File: config.mk
export PLATFORM = sky130hd
export DESIGN_NAME = tsae_front
export DESIGN_NICKNAME = d
export VERILOG_FILES = /design/src/hw/rtl/tsae_pkg.sv /design/src/hw/rtl/tsae_front.sv
export SDC_FILE = /design/constraint.sdc
export NUM_CORES = 1
export LEC_CHECK = 0
export BUFFER_PORTS_ARGS = -buffer_cell sky130_fd_sc_hd__buf_2
export CAP_MARGIN = 20
export CORE_MARGIN = 3
export CORE_UTILIZATION = 32
export CTS_CLUSTER_SIZE = 24
export DETAILED_ROUTE_END_ITERATION = 7
export REMOVE_ABC_BUFFERS = 1
export SLEW_MARGIN = 20
export SYNTH_ARGS = -nofsm -noshare
export SYNTH_HDL_FRONTEND = slang
export SYNTH_SLANG_ARGS = --single-unit
export TNS_END_PERCENT = 5
File: constraint.sdc
create_clock -name clk -period 5.1 [get_ports clk]
set_clock_uncertainty 0.05 [all_clocks]
set_input_delay 0.765 -clock clk [delete_from_list [all_inputs] [get_ports clk]]
set_output_delay 0.765 -clock clk [all_outputs]
set_load 0.01 [all_outputs]
File: src/hw/rtl/tsae_pkg.sv
`timescale 1ns / 1ps
package tsae_pkg;

	typedef enum logic [3:0] {
		OP_PUSH  = 4'd0,
		OP_POP   = 4'd1,
		OP_ADD   = 4'd2,
		OP_SUB   = 4'd3,
		OP_MUL   = 4'd4,
		OP_DIV   = 4'd5,
		OP_EQ    = 4'd6,
		OP_NEQ   = 4'd7,
		OP_LOAD  = 4'd8,
		OP_STORE = 4'd9
	} op_t;

	typedef enum logic [2:0] {
		E_NONE  = 3'd0,
		E_UNDER = 3'd1,
		E_TYPE  = 3'd2,
		E_DIVZ  = 3'd3,
		E_INDEX = 3'd4,
		E_OVER  = 3'd5,
		E_CAP   = 3'd6
	} err_t;

	localparam logic [1:0] TAG_NIL  = 2'd0;
	localparam logic [1:0] TAG_INT  = 2'd1;
	localparam logic [1:0] TAG_BOOL = 2'd2;

	// Decoded instruction handed from the front end to the executor
	typedef struct packed {
		logic [3:0]  op;
		logic        known;
		logic [63:0] imm;
		logic [1:0]  tag;
		logic [15:0] gidx;
	} instr_t;

endpackage

File: src/hw/rtl/tsae_front.sv
`timescale 1ns / 1ps
module tsae_front (
	input  logic                  clk,
	input  logic                  arst_n,
	input  logic                  in_valid,
	output logic                  in_ready,
	input  logic [3:0]            req_type,
	input  logic [63:0]           imm_value,
	input  logic                  imm_tag,
	input  logic [15:0]           global_index,
	output logic                  q_valid,
	input  logic                  q_ready,
	output tsae_pkg::instr_t      q_data
);
	import tsae_pkg::*;

	instr_t slot_q [2];
	logic   wr_q, rd_q;
	logic [1:0] cnt_q;
	instr_t dec;

	// Classify: bool immediates collapse to 0/1, undefined codes marked
	always_comb begin
		dec.op    = req_type;
		dec.known = (req_type <= 4'(OP_STORE));
		dec.tag   = imm_tag ? TAG_BOOL : TAG_INT;
		dec.imm   = imm_tag ? {63'd0, |imm_value} : imm_value;
		dec.gidx  = global_index;
	end

	assign in_ready = (cnt_q != 2'd2);
	assign q_valid  = (cnt_q != 2'd0);
	assign q_data   = slot_q[rd_q];

	// Two-entry queue
	always_ff @(posedge clk) begin
		if (in_valid && in_ready) slot_q[wr_q] <= dec;
	end

	always_ff @(posedge clk or negedge arst_n) begin
		if (!arst_n) begin
			wr_q <= 1'b0; rd_q <= 1'b0; cnt_q <= 2'd0;
		end else begin
			if (in_valid && in_ready) wr_q <= ~wr_q;
			if (q_valid && q_ready) rd_q <= ~rd_q;
			cnt_q <= cnt_q + 2'(in_valid && in_ready) - 2'(q_valid && q_ready);
		end
	end
endmodule

Word level (Yosys, flattened, before mapping)

Memories as Yosys holds them, arrays and structs flattened.
Index checks and enable logic that the tools add are counted.

Add/sub/neg operators: 2
$lt $le $gt $ge: 1
Eq/ne operators: 1
Mux-type cells: 4
Bitwise gates (word level): 2
Reduce and logical (&&, ||, !) cells: 4

Operators by type and width:

| cell                                                  | count |
|---|---|
| 64-bit 2-to-1 mux                                     | 1 |
| 64-bit OR reduction                                   | 1 |
| 4-bit less-or-equal comparator, second input constant | 1 |
| 2-bit by 1-bit adder with 2-bit output                | 1 |
| 1-bit logical AND                                     | 2 |
| 1-bit 2-to-1 mux                                      | 2 |
| 2-bit 2-to-1 mux                                      | 1 |
| 2-bit inequality test, second input constant          | 1 |
| 1-bit inverter                                        | 2 |
| 2-bit nonzero test                                    | 1 |
| 2-bit by 1-bit subtractor with 2-bit output           | 1 |

Register bits after elaboration: 4
Memory bits (writable): 174
Input bits: 89
Output and inout port bits: 89
Logic and storage cells: 18
Memories kept: 1

Memories:

| memory | words | width | read ports | clocked after memory_dff | write ports | line             | text |
|---|---|---|---|---|---|---|---|
| slot_q | 2     | 87    | 1          | 0                        | 1           | tsae_front.sv:17 | `instr_t slot_q [2];` |

Logic depth before layout (Yosys ltp)

Gate-level depths: netlist of the first run.

Depth after elaboration: 4
Gate-level depth with buffers: 7
Mapped depth without buffers: 7

Worst setup path before layout of the first run

No wires, ideal clock.

Path kind: input-to-reg
Start point: input port in_valid
End point: memory slot_q[0][0] (netlist name) (enable)
Library setup time: 533 ps
Data arrival time: 4486 ps
Data required time: 4517 ps
Slack: 30 ps
Stages: 2
Buffers on the path: 0
Cells stage by stage: nand2_1 nor2_1

Cells in the longest elaborated chain, start to end: 3

Ends and longest elaborated chain:

| what                                   | line             | text |
|---|---|---|
| from (decl)                            | tsae_front.sv:5  | `input logic in_valid,` |
| 1-bit logical AND                      | tsae_front.sv:37 | `if (in_valid && in_ready) slot_q[wr_q] <= dec;` |
| 1-bit 2-to-1 mux                       | tsae_front.sv:37 |  |
| 1-bit 2-to-1 mux (implied by the code) | tsae_front.sv:37 |  |
| to (decl)                              | tsae_front.sv:17 |  |

Every way passes these cells.

==> results of run 1 <==
## metal layers
layer	global-route usage, %	vias up	wire, um
li1	-	1841	-
met1	14.79	1924	6335
met2	20.57	119	7092
met3	4.813	10	916
met4	3.364	0	147
met5	0	-	0
## placed cells by master, fill, tap and decap left out, drive strengths merged
cell	Yosys	layout
a31oi	1	1
and2	1	1
and3	1	1
buf	15	182
bufinv	0	2
clkbuf	2	17
clkinv	0	6
clkinvlp	0	4
dfrtp	4	4
edfxtp	174	174
ha	2	2
inv	2	5
mux2	87	87
nand2	2	2
nand2b	1	1
nand4	3	3
nor2	3	3
nor2b	63	63
nor4	15	15
nor4b	1	1
o21ai	1	1
or2	1	1
or4	1	1
xnor2	3	3
xor2	1	1
## report_power, final
group / total, mW / leakage (nW) / internal [mW] / switching, mW
clock: 1.27 / 0.274 / 0.724 / 0.549
combinational: 1.31 / 1.29 / 0.611 / 0.703
sequential: 2.17 / 1.69 / 2.01 / 0.161
total: 4.76 / 3.25 / 3.35 / 1.41
## flip-flops by register name (all words and copies together) (netlist names)
| name | count |
|---|---|
| cnt_q | 2 |
| slot_q | 174 |
| wr_q | 1 |
| rd_q | 1 |
## worst max-delay path, cell delays in order (launching register included)
cell,delay (ns)
dfrtp_4,0.90
buf_4,0.57
mux2_2,0.41
buf_2,0.14
## path summary, 6_finish.rpt
check,startpoint,end,slack (ns)
worst max-delay path,rd_q,q_data[18],1.81
worst min-delay path,arst_n,cnt_q[0],0.09
worst max register to register,cnt_q[1],slot_q[1][15],2.85
worst min register to register,cnt_q[1],cnt_q[1],0.46
max in group asynchronous,arst_n,rd_q,4.78
min in group clk,cnt_q[1],cnt_q[1],0.46
## Yosys cell counts (3+ instances only)
cell type	number
edfxtp_1	174
mux2_1	24
xnor2_1	3
mux2_2	63
nand4_1	3
buf_2	12
nor2_1	3
buf_6	3
nor2b_1	62
dfrtp_1	4
nor4_1	14
## through the flow
stage | hold slack [ns] | instance area (um^2) | total power, mW
after global routing | 0.06171 | 8853 | 5.021
final | 0.08902 | 8853 | 4.759
after CTS | 0.06504 | 8833 | 4.841
after detailed placement | 0.4458 | 8252 | 3.546
after global placement | 0.4276 | 8252 | 3.510
after floorplan | 0.4101 | 6963 | 2.993
## area by class of cell
cell class | instances | area (um^2) | share of cell area [%]
Clock buffer | 17 | 425.4 | 4.805
Clock inverter | 15 | 156.4 | 1.767
Inverter | 2 | 7.507 | 0.08479
Multi-Input combinational cell | 187 | 1643 | 18.56
Sequential cell | 178 | 5329 | 60.19
Tap cell | 275 | 344.1 | 3.886
Timing Repair Buffer | 182 | 948.4 | 10.71
## kinds of logic after synthesis
group | after synthesis | synth area share, %
AOI/OAI and AO/OA | 2 | 0.1594
xor gates and xnor gates | 4 | 0.4960
adders and majority gates | 2 | 0.3542
buffers and inverters | 19 | 1.541
DFF | 178 | 75.38
muxes | 87 | 13.87
and+or+nand+nor | 92 | 8.201
==> metrics.cfg, run 1 <==
[worst_setup_path]
worstPathRequired_ns=4.28
arrival_ns=2.47
r2r_cells=3
setup.worst_path.end_class=output pin
start_kind=flip-flop
critPathMaxFanout=50
worstSetupPathType=flip-flop to output pin

[global_route]
grt_use_total_pct=12.27
grt.overflow.total=0
antenna_found_initial=0
grt_pass1_wl_mm=22.67
grt_max_degree=68
grt_pass1_vias=4311

[drt]
post-route-drc-count=0
drt_iter0_drc=149
drt_wl_total_mm=14.49
wl_per_cell_um=16.93
vias_per_cell=4.549
ant_nets=0
via_count=3894
firstDrtPassIters=4

[timing]
clock.fmax_ghz=0.3044
rsz0062_at_grt=false
fin_ws_ns=1.815
drv_slew=0
finalSetupTns_ns=0
setup_viol=0
finalHoldViolCount=0
min_period_over_period_pct=64.42
worstMarginPinSlew_ns=0.9195
relSlewSlack_pct=38.70
period_needed_ns=3.285

[placed_design]
hpwl_mm=9.751
port_buffers=177
place_congestion=0.7590
post-place-ws_ns=2.179
dp.cells=823

[final_layout]
area_delta_synth_final_pct=25.33
utilization_pct=41.46
final_cells=856
nets=659
fillers=1982
insertedDiodeCount=0
layout-drive-gt1-share_pct=48.54

[cts]
cts_max_level=4
cts_buffer_depth=2
numCtsBuffers=17
hold_buffers=0
path_clk_slew_ns=0.07
cts_root_buf=clkbuf_16
clk_latency_ns=0.42
numClockSinks=178
cts_setup_buffers=0
cts_tree=yes
cts_resized=0

[run_status]
status=finished clean

[floorplan]
die-area_um2=23900
die_h_um=154.6
start_util_pct=33.08
pin_count=178
dieWidth_um=154.6
row_count=53
core_area_um2=21350

[logic_synthesis]
netlist_area_um2=7064
yosysTopAreaCell=edfxtp_1
ys_ff_latch=178
async_flop_share_pct=2.247
synth_top_cell_area_share_pct=73.96
synth_area_leaders=edfxtp_1, mux2_2, nor2b_1, mux2_1, dfrtp_1
syn_inst=384
synth_edf_count=174
ys_seq_area_share_pct=75.38
synth_ff_type=edfxtp_1
yosysWarnings=0
synth.distinct_cells=26
avgSynthCellArea_um2=18.40

[run]
drv_cap=0

[power_and_ir_drop]
vdd_drop_max_uv=346.8
p_per_area_nw_per_um2=537.6
p_leak_nw=3.254

[worst_hold_path]
hp-class=primary input to asynchronous set/reset pin

Note: power is estimated with default switching activity, not from simulation.
==> inputs of run 2 (changes only) <==
--- a/config.mk
+++ b/config.mk
@@ -5,6 +5,7 @@
 export SDC_FILE = /design/constraint.sdc
 export NUM_CORES = 1
 export LEC_CHECK = 0
+export ABC_AREA = 1
 export BUFFER_PORTS_ARGS = -buffer_cell sky130_fd_sc_hd__buf_2
 export CAP_MARGIN = 20
 export CORE_MARGIN = 3
==> constraint.sdc (replaced) <==
create_clock -name clk -period 2.9 [get_ports clk]
set_clock_uncertainty 0.05 [all_clocks]
set_input_delay 0.435 -clock clk [delete_from_list [all_inputs] [get_ports clk]]
set_output_delay 0.435 -clock clk [all_outputs]
set_load 0.01 [all_outputs]
==> run 2 against run 1 <==
Net effect: first-iteration DRC count grew 70%; total power increased by 84%; final area is 3.0% higher; non-clock buffer count increased by 6; die area increased by 3.2%; sequential cell count stayed put; worst setup slack worse by 1.2 ns; clock power rose by 80%; routed wire length increased by 12%; via count is 27% higher; combinational power grew 110%; critical path depth increased by 2; critical endpoint is now q_data[62].
==> metrics.cfg, run 2 <==
[worst_setup_path]
start_kind=flip-flop
worstPathRequired_ns=2.41
reg2reg_slack_ns=1.26
setup.worst_path.end_class=output pin
critPathMaxFanout=28
r2r-end=cnt_q[1]
worstSetupPathType=flip-flop to output pin
crit_slowest_cell=dfrtp_4
crit_family=buffers and inverters
arrival_ns=1.83
r2r_cells=8
cp_slowest_stage_delay_ns=0.50
crit_top_cell=nand2_1
reg2reg_from=cnt_q[0]
path_buf_inv=3
cp_cell_sequence=inv_4 -> buf_4 -> nand2_1 -> nand2_1 -> buf_2

[floorplan]
pin_count=178
dieWidth_um=157.0
row_count=54
core_area_um2=22090
die_h_um=157.0
die-area_um2=24660
start_util_pct=33.04

[placed_design]
post-place-ws_ns=0.9860
place_congestion=0.7319
hpwl_mm=10.60
port_buffers=177

[final_layout]
top_register=slot_q
fillers=2163
layout_common_cells=nand2_1, buf_2, edfxtp_1
top_regs=slot_q x174, cnt_q x2
area_delta_synth_final_pct=24.94
nets=949
layout-drive-gt1-share_pct=25.49
largest_reg_flops=174
insertedDiodeCount=0
mostFrequentLayoutCell=nand2_1

[logic_synthesis]
ys_ff_latch=178
avgSynthCellArea_um2=10.78
ys_seq_area_share_pct=72.95
netlist_area_um2=7300
synth_edf_count=174
synth_xor_area_share_pct=0.3600
syn_inst=677
synth_area_leaders=edfxtp_1, nand2_1, nor2_1, inv_1, dfrtp_1
synth_top_cell_area_share_pct=71.58
synth.area.mux_share_pct=0
synth_compound_area_share_pct=0.1371
synthTopCellsByCount=nand2_1, edfxtp_1, nor2_1
synth.distinct_cells=16
yosys.area_share.simple_pct=20.38
yosys.area_share.adder_pct=0.3428
yosysWarnings=0
yosysTopAreaCell=edfxtp_1
synth_top_family_by_area=simple AND/OR/NAND/NOR gates
synth_ff_type=edfxtp_1
synth.most_common_cell=nand2_1
async_flop_share_pct=2.247

[drt]
via_count=4930
post-route-drc-count=0
firstDrtPassIters=5
wl_per_cell_um=14.14
drt_wl_total_mm=16.28
drt_iter0_drc=253
vias_per_cell=4.283
ant_nets=0

[worst_hold_path]
min_to=slot_q[1][83]
hold_start=req_type[0]
hp-class=primary input to flip-flop
whs_path_depth=1

[power_and_ir_drop]
p_per_area_nw_per_um2=960.6
switching_share_pct=34.37
vdd_drop_max_uv=430.8
p_int_mw=5.749
seqPwrFrac_pct=41.9
pwr-share-comb_pct=31.9
pwr-share-clk_pct=26.2
power.switching_mw=3.011
p_leak_nw=4.142

[cts]
numClockSinks=178
cts_setup_buffers=0
numCtsBuffers=17
cts_max_level=4
path_clk_slew_ns=0.07
clk_latency_ns=0.42
cts_root_buf=clkbuf_16
cts_tree=yes
cts_buffer_depth=2

[timing]
period_needed_ns=2.312
setup_viol=0
min_period_over_period_pct=79.73
rsz0062_at_grt=false
finalSetupTns_ns=0
drv_slew=0
relSlewSlack_pct=58.85
fin_ws_ns=0.5879
clock.fmax_ghz=0.4325
finalHoldViolCount=0
worstMarginPinSlew_ns=0.6172

[global_route]
grt_use_total_pct=13.45
grt_max_degree=62
antenna_found_initial=0
grt_pass1_vias=5048
grt.overflow.total=0
grt_pass1_wl_mm=25.67

[run]
drv_cap=0

[run_status]
status=finished clean

[run 2: cell count changes after synthesis, moves of 24 or more]
cell     delta
mux2_1     -24
nor2_1    +104
mux2_2     -63
nand2_1   +286
inv_1      +67
nor2b_1    -62
[run 2: worst max-delay path by stage]
stage	end	start	cells past startpoint
2_1_floorplan	slot_q[1][0]	cnt_q[0]	4
3_3_place_gp	q_data[65]	rd_q	5
3_5_place_dp	q_data[65]	rd_q	5
4_1_cts	q_data[65]	rd_q	5
5_1_grt	q_data[65]	rd_q	5
6_report	q_data[62]	rd_q	5
[run 2: kinds of logic after synthesis]
group | after synthesis
buf+inv | 96
compound gates | 2
fa+ha+maj | 2
simple gates | 396
flops | 178
xor+xnor | 3
[run 2: power by group through the flow]
stage          logic, mW  registers, mW  clock network (mW)
6_report            2.80           3.67                2.29
5_1_grt             3.15           3.72                2.47
4_1_cts             2.89           3.67                2.37
3_5_place_dp        2.88           3.72                   0
3_3_place_gp        2.87           3.72                   0
2_1_floorplan       1.44           3.88                   0
[run 2: stage by stage]
step,hold WS (ns),util (%),power (mW),cells,instance area (um^2)
after CTS,0.1277,41.28,8.931,1151,9120
final,0.1587,41.28,8.761,1151,9120
after detailed placement,0.2132,38.56,6.605,1118,8519
after global placement,0.2137,38.56,6.583,1118,8519
after global routing,0.1283,41.28,9.349,1151,9120
after floorplan,0.08941,-,5.315,651,7139
[run 2: cell type report]
cell class | count | area (um^2) | area share (%)
inverter | 70 | 265.3 | 2.908
clock inverter | 13 | 147.6 | 1.619
timing repair buffer | 188 | 1021 | 11.19
sequential | 178 | 5329 | 58.43
tap | 280 | 350.3 | 3.841
clock buffer | 19 | 442.9 | 4.857
multi-input combinational | 403 | 1564 | 17.15
[run 2: routing by layer]
metal	track usage, %	vias to the layer above	wire, um
li1	-	2503	-
met1	16.98	2252	7287
met2	23.08	157	7925
met3	2.530	18	828
met4	5.041	0	235
met5	0	-	0
[run 2: what timing repair did]
action                                 4_1_cts  5_1_grt
resized for setup                            0        0
endpoints found under the hold margin        4        0
hold buffers                                 1        0
==> inputs of run 3 (changes only) <==
==> constraint.sdc (replaced) <==
create_clock -name clk -period 2.3 [get_ports clk]
set_clock_uncertainty 0.05 [all_clocks]
set_input_delay 0.345 -clock clk [delete_from_list [all_inputs] [get_ports clk]]
set_output_delay 0.345 -clock clk [all_outputs]
set_load 0.01 [all_outputs]
==> run 3 against run 2 <==
Net effect: die area stayed put; first-iteration DRC count is 8.7% lower; sequential cell count stayed put; utilization is 0.16 points higher; critical path type unchanged.
==> metrics.cfg, run 3 (synthesis results as in run 2) <==
[drt]
drt_iter0_drc=231
via_count=4936
firstDrtPassIters=4
wl_per_cell_um=13.97
ant_nets=0
drt_wl_total_mm=16.09
vias_per_cell=4.285
post-route-drc-count=0

[cts]
cts_buffer_depth=2
numClockSinks=178
cts_root_buf=clkbuf_16
cts_resized=0
cts_tree=yes
clk_latency_ns=0.41
cts_max_level=4
numCtsBuffers=17
path_clk_slew_ns=0.07

[final_layout]
utilization_pct=41.44
fillers=2126
top_register=slot_q
mostFrequentLayoutCell=nand2_1
layout-drive-gt1-share_pct=25.57
top_regs=slot_q x174, cnt_q x2
largest_reg_flops=174
nets=950
layout_common_cells=nand2_1, buf_2, edfxtp_1
insertedDiodeCount=0
area_delta_synth_final_pct=25.42

[timing]
min_period_over_period_pct=92.87
fin_ws_ns=0.1639
finalSetupTns_ns=0
holdWs_ns=0.06901
clock.fmax_ghz=0.4681
period_needed_ns=2.136
worstMarginPinSlew_ns=0.4371
finalHoldViolCount=0
drv_slew=0
setup_viol=0
relSlewSlack_pct=70.86
rsz0062_at_grt=false

[placed_design]
hpwl_mm=10.68
port_buffers=177
place_congestion=0.7571
post-place-ws_ns=0.5654

[worst_setup_path]
r2r-end=cnt_q[1]
setup.worst_path.end_class=output pin
r2r_cells=8
worstPathRequired_ns=1.90
critPathMaxFanout=27
reg2reg_slack_ns=0.67
start_kind=flip-flop
reg2reg_from=cnt_q[0]
arrival_ns=1.74
worstSetupPathType=flip-flop to output pin

[worst_hold_path]
whs_path_depth=1
hp-class=primary input to flip-flop
hold_start=global_index[12]
min_to=slot_q[1][12]

[floorplan]
pin_count=178
dieWidth_um=157.0
die-area_um2=24660
row_count=54
die_h_um=157.0
core_area_um2=22090
start_util_pct=33.04

[global_route]
grt_pass1_wl_mm=25.43
grt.overflow.total=0
antenna_found_initial=0
grt_max_degree=88
grt_pass1_vias=5030
grt_use_total_pct=13.39

[power_and_ir_drop]
p_leak_nw=4.164
vdd_drop_max_uv=836.5
p_per_area_nw_per_um2=1212

[run]
drv_cap=0

[run_status]
status=finished clean

## run 3: what timing repair did
action	4_1_cts	5_1_grt
buffers inserted	0	0
hold buffers	1	0
hold endpoints to repair	4	0
## run 3: where the power goes
group	switching (mW)	internal [mW]	leakage (nW)	total [mW]
registers	0.180	4.45	1.69	4.63
clock network	1.25	1.62	0.282	2.87
logic	2.37	1.23	2.20	3.60
## run 3: how the worst max path moves through the flow
stage	startpoint	to	slack, ns	cells after the start
2_1_floorplan	cnt_q[0]	slot_q[1][0]	-2.56	4
3_3_place_gp	rd_q	q_data[79]	0.59	5
3_5_place_dp	rd_q	q_data[20]	0.57	5
4_1_cts	rd_q	q_data[79]	0.11	5
5_1_grt	rd_q	q_data[36]	0.04	5
6_report	rd_q	q_data[79]	0.16	5
## run 3: per-stage QoR
step | power (mW) | instances | area [um^2]
floorplan | 6.702 | 651 | 7139
global placement | 8.363 | 1119 | 8564
detailed placement | 8.418 | 1119 | 8564
CTS | 11.29 | 1152 | 9155
global route | 11.83 | 1152 | 9155
finish | 11.09 | 1152 | 9155
## run 3: cell type report
class                   count  area [um^2]  share of cell area [%]
inverters                  70        265.3                   2.897
repair buffers            189         1066                   11.64
flip-flops and latches    178         5329                   58.21
clock buffers              18        429.2                   4.688
multi-input cells         403         1564                   17.08
clock inverters            14        151.4                   1.654
well taps                 280        350.3                   3.827
## run 3: worst max-delay path: stages (launching register included)
cell and delay, ns:
dfrtp_4 0.50, inv_4 0.29, buf_12 0.22, nand2_1 0.06
nand2_1 0.09, buf_2 0.14
## run 3: routing by layer
layer | GRT usage, % | vias to the layer above | wire [um]
li1 | - | 2502 | -
met1 | 17.11 | 2305 | 7205
met3 | 2.832 | 11 | 738
met4 | 3.471 | 0 | 161
met5 | 0 | - | 0
met2 | 23.26 | 118 | 7988
